`config.mk`:
```
export PLATFORM = sky130hd
export DESIGN_NAME = hif_sqrt
export DESIGN_NICKNAME = d
export VERILOG_FILES = /design/src/rtl/hif_pkg.sv /design/src/rtl/hif_sqrt.sv
export SDC_FILE = /design/constraint.sdc
export NUM_CORES = 2
export LEC_CHECK = 0
export BUFFER_PORTS_ARGS = -buffer_cell sky130_fd_sc_hd__buf_2
export CAP_MARGIN = 25
export CORE_UTILIZATION = 55
export DETAILED_ROUTE_END_ITERATION = 8
export HOLD_SLACK_MARGIN = 0.03
export PLACE_DENSITY = 0.79
export SETUP_SLACK_MARGIN = 0.05
export SYNTH_ARGS = -nofsm -noshare
export SYNTH_HDL_FRONTEND = slang
export SYNTH_SLANG_ARGS = --single-unit
```
`constraint.sdc`:
```
create_clock -name clk_i -period 4.76 [get_ports clk_i]
set_input_delay 0.476 -clock clk_i [delete_from_list [all_inputs] [get_ports clk_i]]
set_output_delay 0.476 -clock clk_i [all_outputs]
set_load 0.005 [all_outputs]
```
`src/rtl/hif_pkg.sv`:
```
package hif_pkg;

  localparam int FracBits = 16;

  localparam logic [30:0] DryDepthReset = 31'd66;
  localparam logic [30:0] GravityReset  = 31'd642908;

  localparam logic [0:0] RegDryDepth = 1'd0;
  localparam logic [0:0] RegGravity  = 1'd1;

  localparam logic signed [31:0] QMax = 32'sh7fffffff;
  localparam logic signed [31:0] QMin = 32'sh80000000;
  localparam logic signed [31:0] QHalf = 32'sd1 <<< (FracBits - 1);

  typedef struct packed {
    logic signed [31:0] bed_left;
    logic signed [31:0] bed_right;
    logic [30:0]        width_left;
    logic [30:0]        width_right;
    logic [30:0]        depth_left;
    logic [30:0]        depth_right;
    logic signed [31:0] discharge_left;
    logic signed [31:0] discharge_right;
  } in_item_t;

  typedef struct packed {
    logic signed [31:0] mass_flux;
    logic signed [31:0] momentum_flux;
    logic signed [31:0] source_left;
    logic signed [31:0] source_right;
    logic               zero_spread;
  } out_item_t;

  typedef enum logic [1:0] {
    CaseZero  = 2'd0,
    CaseHll   = 2'd1,
    CaseDryL  = 2'd2,
    CaseDryR  = 2'd3
  } case_e;

  function automatic logic signed [31:0] sat34(input logic signed [33:0] v);
    logic signed [31:0] r;
    if (v > 34'(QMax)) r = QMax;
    else if (v < 34'(QMin)) r = QMin;
    else r = v[31:0];
    return r;
  endfunction

  function automatic logic signed [31:0] qadd(input logic signed [31:0] a,
                                              input logic signed [31:0] b);
    return sat34(34'(a) + 34'(b));
  endfunction

  function automatic logic signed [31:0] qsub(input logic signed [31:0] a,
                                              input logic signed [31:0] b);
    return sat34(34'(a) - 34'(b));
  endfunction

  function automatic logic signed [31:0] qneg(input logic signed [31:0] a);
    return sat34(-34'(a));
  endfunction

  function automatic logic signed [31:0] qmin(input logic signed [31:0] a,
                                              input logic signed [31:0] b);
    return (a < b) ? a : b;
  endfunction

  function automatic logic signed [31:0] qmax(input logic signed [31:0] a,
                                              input logic signed [31:0] b);
    return (a > b) ? a : b;
  endfunction

  // product rounded to nearest, ties away from zero, saturated
  function automatic logic signed [31:0] qmul(input logic signed [31:0] a,
                                              input logic signed [31:0] b);
    logic signed [63:0] p;
    logic [63:0]        m;
    logic [64:0]        r;
    logic signed [65:0] s;
    p = a * b;
    m = p[63] ? (64'd0 - 64'(p)) : 64'(p);
    r = (65'(m) + (65'd1 << (FracBits - 1))) >> FracBits;
    s = p[63] ? -66'(r) : 66'(r);
    if (s > 66'(QMax)) return QMax;
    if (s < 66'(QMin)) return QMin;
    return s[31:0];
  endfunction

endpackage

```
`src/rtl/hif_sqrt.sv`:
```
// Pipelined integer square root of x*2^F, one result bit per stage.
module hif_sqrt (
  input  logic               clk_i,
  input  logic               en_i,
  input  logic signed [31:0] x_i,
  output logic signed [31:0] r_o
);
  import hif_pkg::*;

  localparam int VW = 32 + FracBits;
  localparam int NS = (VW + 1) / 2;

  logic [VW-1:0]   v_q [NS+1];
  logic [NS+1:0]   rem_q [NS+1];
  logic [NS-1:0]   res_q [NS+1];

  always_comb begin
    v_q[0]   = (x_i <= 32'sd0) ? '0 : (VW'(x_i) << FracBits);
    rem_q[0] = '0;
    res_q[0] = '0;
  end

  for (genvar k = 0; k < NS; k++) begin : g_stage
    logic [NS+1:0] tr;
    logic [NS+1:0] tt;
    assign tr = {rem_q[k][NS-1:0], v_q[k][VW-1 -: 2]};
    assign tt = {res_q[k], 2'b01};
    always_ff @(posedge clk_i) begin
      if (en_i) begin
        v_q[k+1] <= v_q[k] << 2;
        if (tr >= tt) begin
          rem_q[k+1] <= tr - tt;
          res_q[k+1] <= {res_q[k][NS-2:0], 1'b1};
        end else begin
          rem_q[k+1] <= tr;
          res_q[k+1] <= {res_q[k][NS-2:0], 1'b0};
        end
      end
    end
  end

  assign r_o = 32'(res_q[NS]);
endmodule

```
### Yosys cells after proc, flatten, opt, wreduce, memory -nomap -nowiden

Cells that the tools add are included.

* register bits: 1383
* bits of input ports: 34
* output and inout bits: 32
* word-level logic and storage cells: 168

* $add $sub $neg: 23
* magnitude comparators: 25
* mux-type cells: 48

Operators by type and width (count)
* 2-to-1 mux 24 bit: 22
* 2-to-1 mux 48 bit: 1
* <= comparator 32 x 1 -> 1 bit (second input constant): 1
* greater-or-equal comparator 26 x 10 -> 1 bit: 1
* greater-or-equal comparator 26 x 11 -> 1 bit: 1
* greater-or-equal comparator 26 x 12 -> 1 bit: 1
* greater-or-equal comparator 26 x 13 -> 1 bit: 1
* greater-or-equal comparator 26 x 14 -> 1 bit: 1
* greater-or-equal comparator 26 x 15 -> 1 bit: 1
* greater-or-equal comparator 26 x 16 -> 1 bit: 1
* greater-or-equal comparator 26 x 17 -> 1 bit: 1
* greater-or-equal comparator 26 x 18 -> 1 bit: 1
* greater-or-equal comparator 26 x 19 -> 1 bit: 1
* greater-or-equal comparator 26 x 20 -> 1 bit: 1
* greater-or-equal comparator 26 x 21 -> 1 bit: 1
* greater-or-equal comparator 26 x 22 -> 1 bit: 1
* greater-or-equal comparator 26 x 23 -> 1 bit: 1
* greater-or-equal comparator 26 x 24 -> 1 bit: 1
* greater-or-equal comparator 26 x 25 -> 1 bit: 1
* greater-or-equal comparator 26 x 3 -> 1 bit: 1
* greater-or-equal comparator 26 x 4 -> 1 bit: 1
* greater-or-equal comparator 26 x 5 -> 1 bit: 1
* greater-or-equal comparator 26 x 6 -> 1 bit: 1
* greater-or-equal comparator 26 x 7 -> 1 bit: 1
* 28 further kinds: 51

### Logic depth before layout (Yosys ltp)

* word-level depth: 4
* mapped depth: 14
* mapped depth without buffers: 13

### Least setup slack after synthesis

No wires, ideal clock.

* kind: flip-flop to flip-flop
* from: register res_q (netlist bit g_stage[20].tt[2])
* to: register rem_q (netlist bit g_stage[21].tr[10]), data pin
* arrival: 3032 ps
* setup slack: 1457 ps
* cell stages (with the launch flop): 14
* buffers on the path: 2
* clock period less this slack: 3303 ps
* path through: edfxtp_1 -> inv_1 -> ha_1 -> inv_1 -> fa_1 -> nand2b_1 -> a21oi_1 -> o21ai_0 -> a21oi_1 -> a311oi_1 -> o211ai_1 -> clkbuf_1 -> clkbuf_1 -> a21oi_1

* longest elaborated chain between the ends: 2
* elaborated cells on any way between the ends: 3
* classes of those cells: 1 x add/sub; 1 x order compare; 1 x mux

Ends and longest elaborated chain
* from (decl): line hif_sqrt.sv:15 `logic [NS-1:0] res_q [NS+1];`
* from (signal, indexed assignment): line hif_sqrt.sv:33 `res_q[k+1] <= {res_q[k][NS-2:0], 1'b1};`
* from (signal, indexed assignment): line hif_sqrt.sv:36 `res_q[k+1] <= {res_q[k][NS-2:0], 1'b0};`
* subtractor 24 x 22 -> 24 bit / greater-or-equal comparator 26 x 22 -> 1 bit (equally long branches): line hif_sqrt.sv:32, hif_sqrt.sv:31
* 2-to-1 mux 24 bit *: line hif_sqrt.sv:31 `if (tr >= tt) begin`
* to (signal, indexed assignment): line hif_sqrt.sv:32 `rem_q[k+1] <= tr - tt;`
* to (signal, indexed assignment): line hif_sqrt.sv:35 `rem_q[k+1] <= tr;`
* to (decl): line hif_sqrt.sv:14 `logic [NS+1:0] rem_q [NS+1];`

Every way passes the cells marked *; elsewhere a longest branch is shown, timed or not.
A chain may end at the register's enable or synchronous reset.

### Worst setup path in the final report

* from: register res_q (netlist bit g_stage[22].tt[2])
* to: register rem_q (netlist bit g_stage[23].tr[6]), data pin

* longest elaborated chain between the ends: 2
* elaborated cells on any way between the ends: 3
* classes of those cells: 1 x add/sub; 1 x order compare; 1 x mux

Ends and longest elaborated chain (line)
* subtractor 24 bit / greater-or-equal comparator 26 x 24 -> 1 bit (equally long branches): hif_sqrt.sv:32, hif_sqrt.sv:31
* 2-to-1 mux 24 bit *: hif_sqrt.sv:31

Marked as above.

==> impl_metrics.csv <==
group,metric,value,unit
outcome,outcome,"finished, final reports clean",
sta,max-slew-margin-rel,27.10,%
final_layout,nNetsFinal,4826,
clock_tree,htreeDepth,3,
sta,setup_viol,0,
global_routing,grt_max_degree,141,
drt,wl_per_cell,16.65,µm
flow_run,max_cap_violations,0,
final_layout,syn_to_final_growth,10.76,%
drt,ant_nets,0,
power,p_sw,7325,µW
global_routing,track_usage,19.93,%
global_routing,grt_pass1_wl,159900,µm
global_routing,grt_pass1_vias,33020,
sta,hold_viol_final,0,
final_layout,final_cells,5818,
critical_path,cp_slowest_cell,"a21o_1",
die,coreArea,94030,µm²
final_layout,n_fill_cell,6902,
critical_path,regToRegSetupSlack,0.94,ns
synth,ys_warn_count,0,
worst_hold_path,min_from,"x_i[17]",
sta,fin_crit_sh,80.27,%
sta,rsz0062_at_grt,"no",
sta,finalSetupTns,0,ns
clock_tree,clock-sinks,1041,
synth,ys.flop_type,"edfxtp_1",
critical_path,crit_path_max_incr_delay,0.70,ns
clock_tree,clk_path_buf_depth,3,
synth,synth_top_area_share,59.50,%
sta,clock_skew,0.06213,ns
power,p_int,18740,µW
critical_path,worst_path_most_repeated_cell,"inv_1",
critical_path,critPathLaunchType,"flop",
drt,routed_wl,96870,µm
power,clock_power_share,31.3,%
sta,min_period,3.821,ns
drt,drt_iter0_drc,2479,
critical_path,critPathCaptureType,"flop",
global_routing,antenna_found_initial,0,
place,place_inst,5607,
critical_path,reg2regPathDepth,12,
clock_tree,clk_latency,0.71,ns
place,pre_cts_slack,0.8672,ns
global_routing,grt-ovfl-total,0,
drt,drcViolationCount,0,
critical_path,cp_data_arrival_time,4.28,ns
clock_tree,path_clk_slew,0.06,ns
clock_tree,cts_resized,0,
power,pwr-share-seq,47.8,%
die,dieArea,96770,µm²
clock_tree,numCtsBuffers,105,
synth,synth_edf_count,1041,
drt,vias_per_cell,5.643,
synth,syn_area,52540,µm²
critical_path,r2r_end,"g_stage[23].tr[6]",
power,swShare,28.10,%
synth,synth-seq-cells,1041,
synth,async_flop_share,0,%
clock_tree,holdBufCountCts,14,
power,combPwrFrac,20.9,%
die,start_util,55.88,%
critical_path,crit_type,"flop to flop",
worst_hold_path,hold_depth,2,
synth,synth_sequential_area_ratio,59.50,%
final_layout,diodes,0,
die,io_pins,66,
sta,max_freq,0.2617,GHz
power,power_leakage,0.02274,µW
synth,synth.avg_cell_area,12.16,µm²
critical_path,r2r_start,"g_stage[22].tt[2]",
worst_hold_path,hp-class,"input port to flop",
sta,drv_slew,0,
die,die_w,311.1,µm
drt,num_vias,32830,
final_layout,finalInstanceArea,58200,µm²
power,ir_worst_vdd,0.5156,mV
critical_path,path_max_fanout,21,
die,core.rowCount,112,
power,power_density,447.9,nW/µm²
drt,dr.pass1.iters,7,
clock_tree,cts_setup_buffers,0,
die,die_height,311.1,µm
synth,yosysTopAreaCell,"edfxtp_1",
sta,final.setup.worst_slack,0.9392,ns
place,globalplace.congestion,0.8711,
place,place_hpwl,68060,µm
place,port_buffers,57,
clock_tree,cts_root_buf,"clkbuf_16",
synth,synthTopCellsByArea,"edfxtp_1 59%, ha_1 7.3%, xnor2_1 3.3%, inv_1 3.0%, xor2_1 2.9%",
place,placed_area,54570,µm²
worst_hold_path,holdPathEnd,"v_q[1139]",
clock_tree,cts_tree,"built",
synth,syn_inst,4319,
critical_path,crit_chain,"inv_1, ha_1, inv_1, fa_1, nor2b_1, o31ai_1, a211o_1, nand3_1, a21oi_1, o21ai_0, a21o_1, mux2_2",
critical_path,crit_required,5.22,ns
final_layout,drive_above_1_share,8.260,%
synth,synth_cell_types,81,
sta,tightest_slew,1.084,ns
==> kinds of logic (layout without fill, tap and decap cells) <==
kind of cell,after synthesis,after routing,share of synthesized area [%]
muxes,91,91,1.922
other,1,11,0.007137
adders and majority gates,315,315,7.601
DFF,1041,1041,59.50
buffers and inverters,493,728,3.603
AOI/OAI and AO/OA,863,863,10.25
and+or+nand+nor,1145,1145,10.95
xor gates and xnor gates,370,370,6.168
==> worst max-delay path by stage <==
| stage | from | end | slack, ns | cells past startpoint |
|---|---|---|---|---|
| 2_1_floorplan | g_stage[20].tt[2] | g_stage[21].tr[10] | 1.46 | 13 |
| 3_3_place_gp | g_stage[21].tt[2] | g_stage[22].tr[7] | 1.01 | 11 |
| 3_5_place_dp | g_stage[21].tt[2] | g_stage[22].tr[13] | 0.87 | 11 |
| 4_1_cts | g_stage[21].tt[2] | g_stage[22].tr[13] | 0.85 | 11 |
| 5_1_grt | g_stage[22].tt[2] | g_stage[23].tr[6] | 0.63 | 12 |
| 6_report | g_stage[22].tt[2] | g_stage[23].tr[6] | 0.94 | 12 |
==> area by class of cell <==
type | count | area, µm² | area share [%]
Sequential cell | 1041 | 31260 | 53.72
Multi-Input combinational cell | 2795 | 19470 | 33.45
Clock inverter | 72 | 755.7 | 1.299
Tap cell | 1254 | 1569 | 2.696
Inverter | 422 | 1587 | 2.726
Clock buffer | 122 | 2691 | 4.625
Timing Repair Buffer | 112 | 864.6 | 1.486
==> cell usage in the layout, fill, tap and decap left out, types with 82 or more instances in the layout <==
master	synthesis	routed
a21o_1	82	82
xor2_1	172	172
xnor2_1	198	198
ha_1	308	308
clkbuf_16	0	105
a21oi_1	265	263
o21ai_0	216	215
nand3_1	83	83
nor3_1	115	115
inv_1	418	418
edfxtp_1	1041	1041
nor2_1	280	280
nand2_1	262	262
==> sequential cells by signal, indices dropped and copies added, names as in the netlist <==
signal and cells:
r_o 24, g_stage.tt 276, v_q 210, g_stage.tr 531
==> cell usage after synthesis, types with 41 or more instances <==
cell type and number:
a21o_1 82, a21oi_1 265, and2_1 41, clkbuf_1 54, edfxtp_1 1041, ha_1 308
inv_1 418, mux2_2 75, nand2_1 262, nand2b_1 56, nand3_1 83, nor2_1 280
nor2b_1 47, nor3_1 115, nor4_1 55, o21a_1 65, o21ai_0 216, xnor2_1 198
xor2_1 172
==> layer usage <==
| layer | wire length [µm] | part of all wire, % | vias to the layer above | global-route usage, % |
|---|---|---|---|---|
| li1 | - | - | 16160 | - |
| met1 | 39830 | 41 | 15790 | 23.74 |
| met2 | 51020 | 53 | 699 | 37.04 |
| met3 | 3494 | 3.6 | 186 | 2.639 |
| met4 | 2532 | 2.6 | 0 | 6.270 |
| met5 | 0 | 0 | - | 0 |
==> worst max-delay path: cells and delay by family, from the launching register on <==
kind / cells / cell delay [ns]
compound gates: 5 / 1.66
fa+ha+maj: 2 / 0.58
mux: 1 / 0.42
flops: 1 / 0.39
simple gates: 2 / 0.38
buf+inv: 2 / 0.13
==> power by group through the flow <==
stage | sequential, µW | clock [µW] | combinational [µW]
floorplan | 12300 | 0 | 4210
global placement | 12600 | 0 | 5170
detailed placement | 12600 | 0 | 5350
CTS | 12500 | 8290 | 5430
global route | 12600 | 8640 | 6110
finish | 12500 | 8150 | 5440
==> metrics by stage <==
stage | utilization (%) | hold WS [ns] | total power (µW)
after floorplan | - | 0.4003 | 16560
after global placement | 58.02 | 0.4003 | 17790
after detailed placement | 58.04 | 0.4045 | 17990
after CTS | 61.85 | 0.03070 | 26180
after global routing | 61.89 | 0.03916 | 27350
final | 61.89 | 0.07417 | 26070
Note: power is estimated with default switching activity, not from simulation.
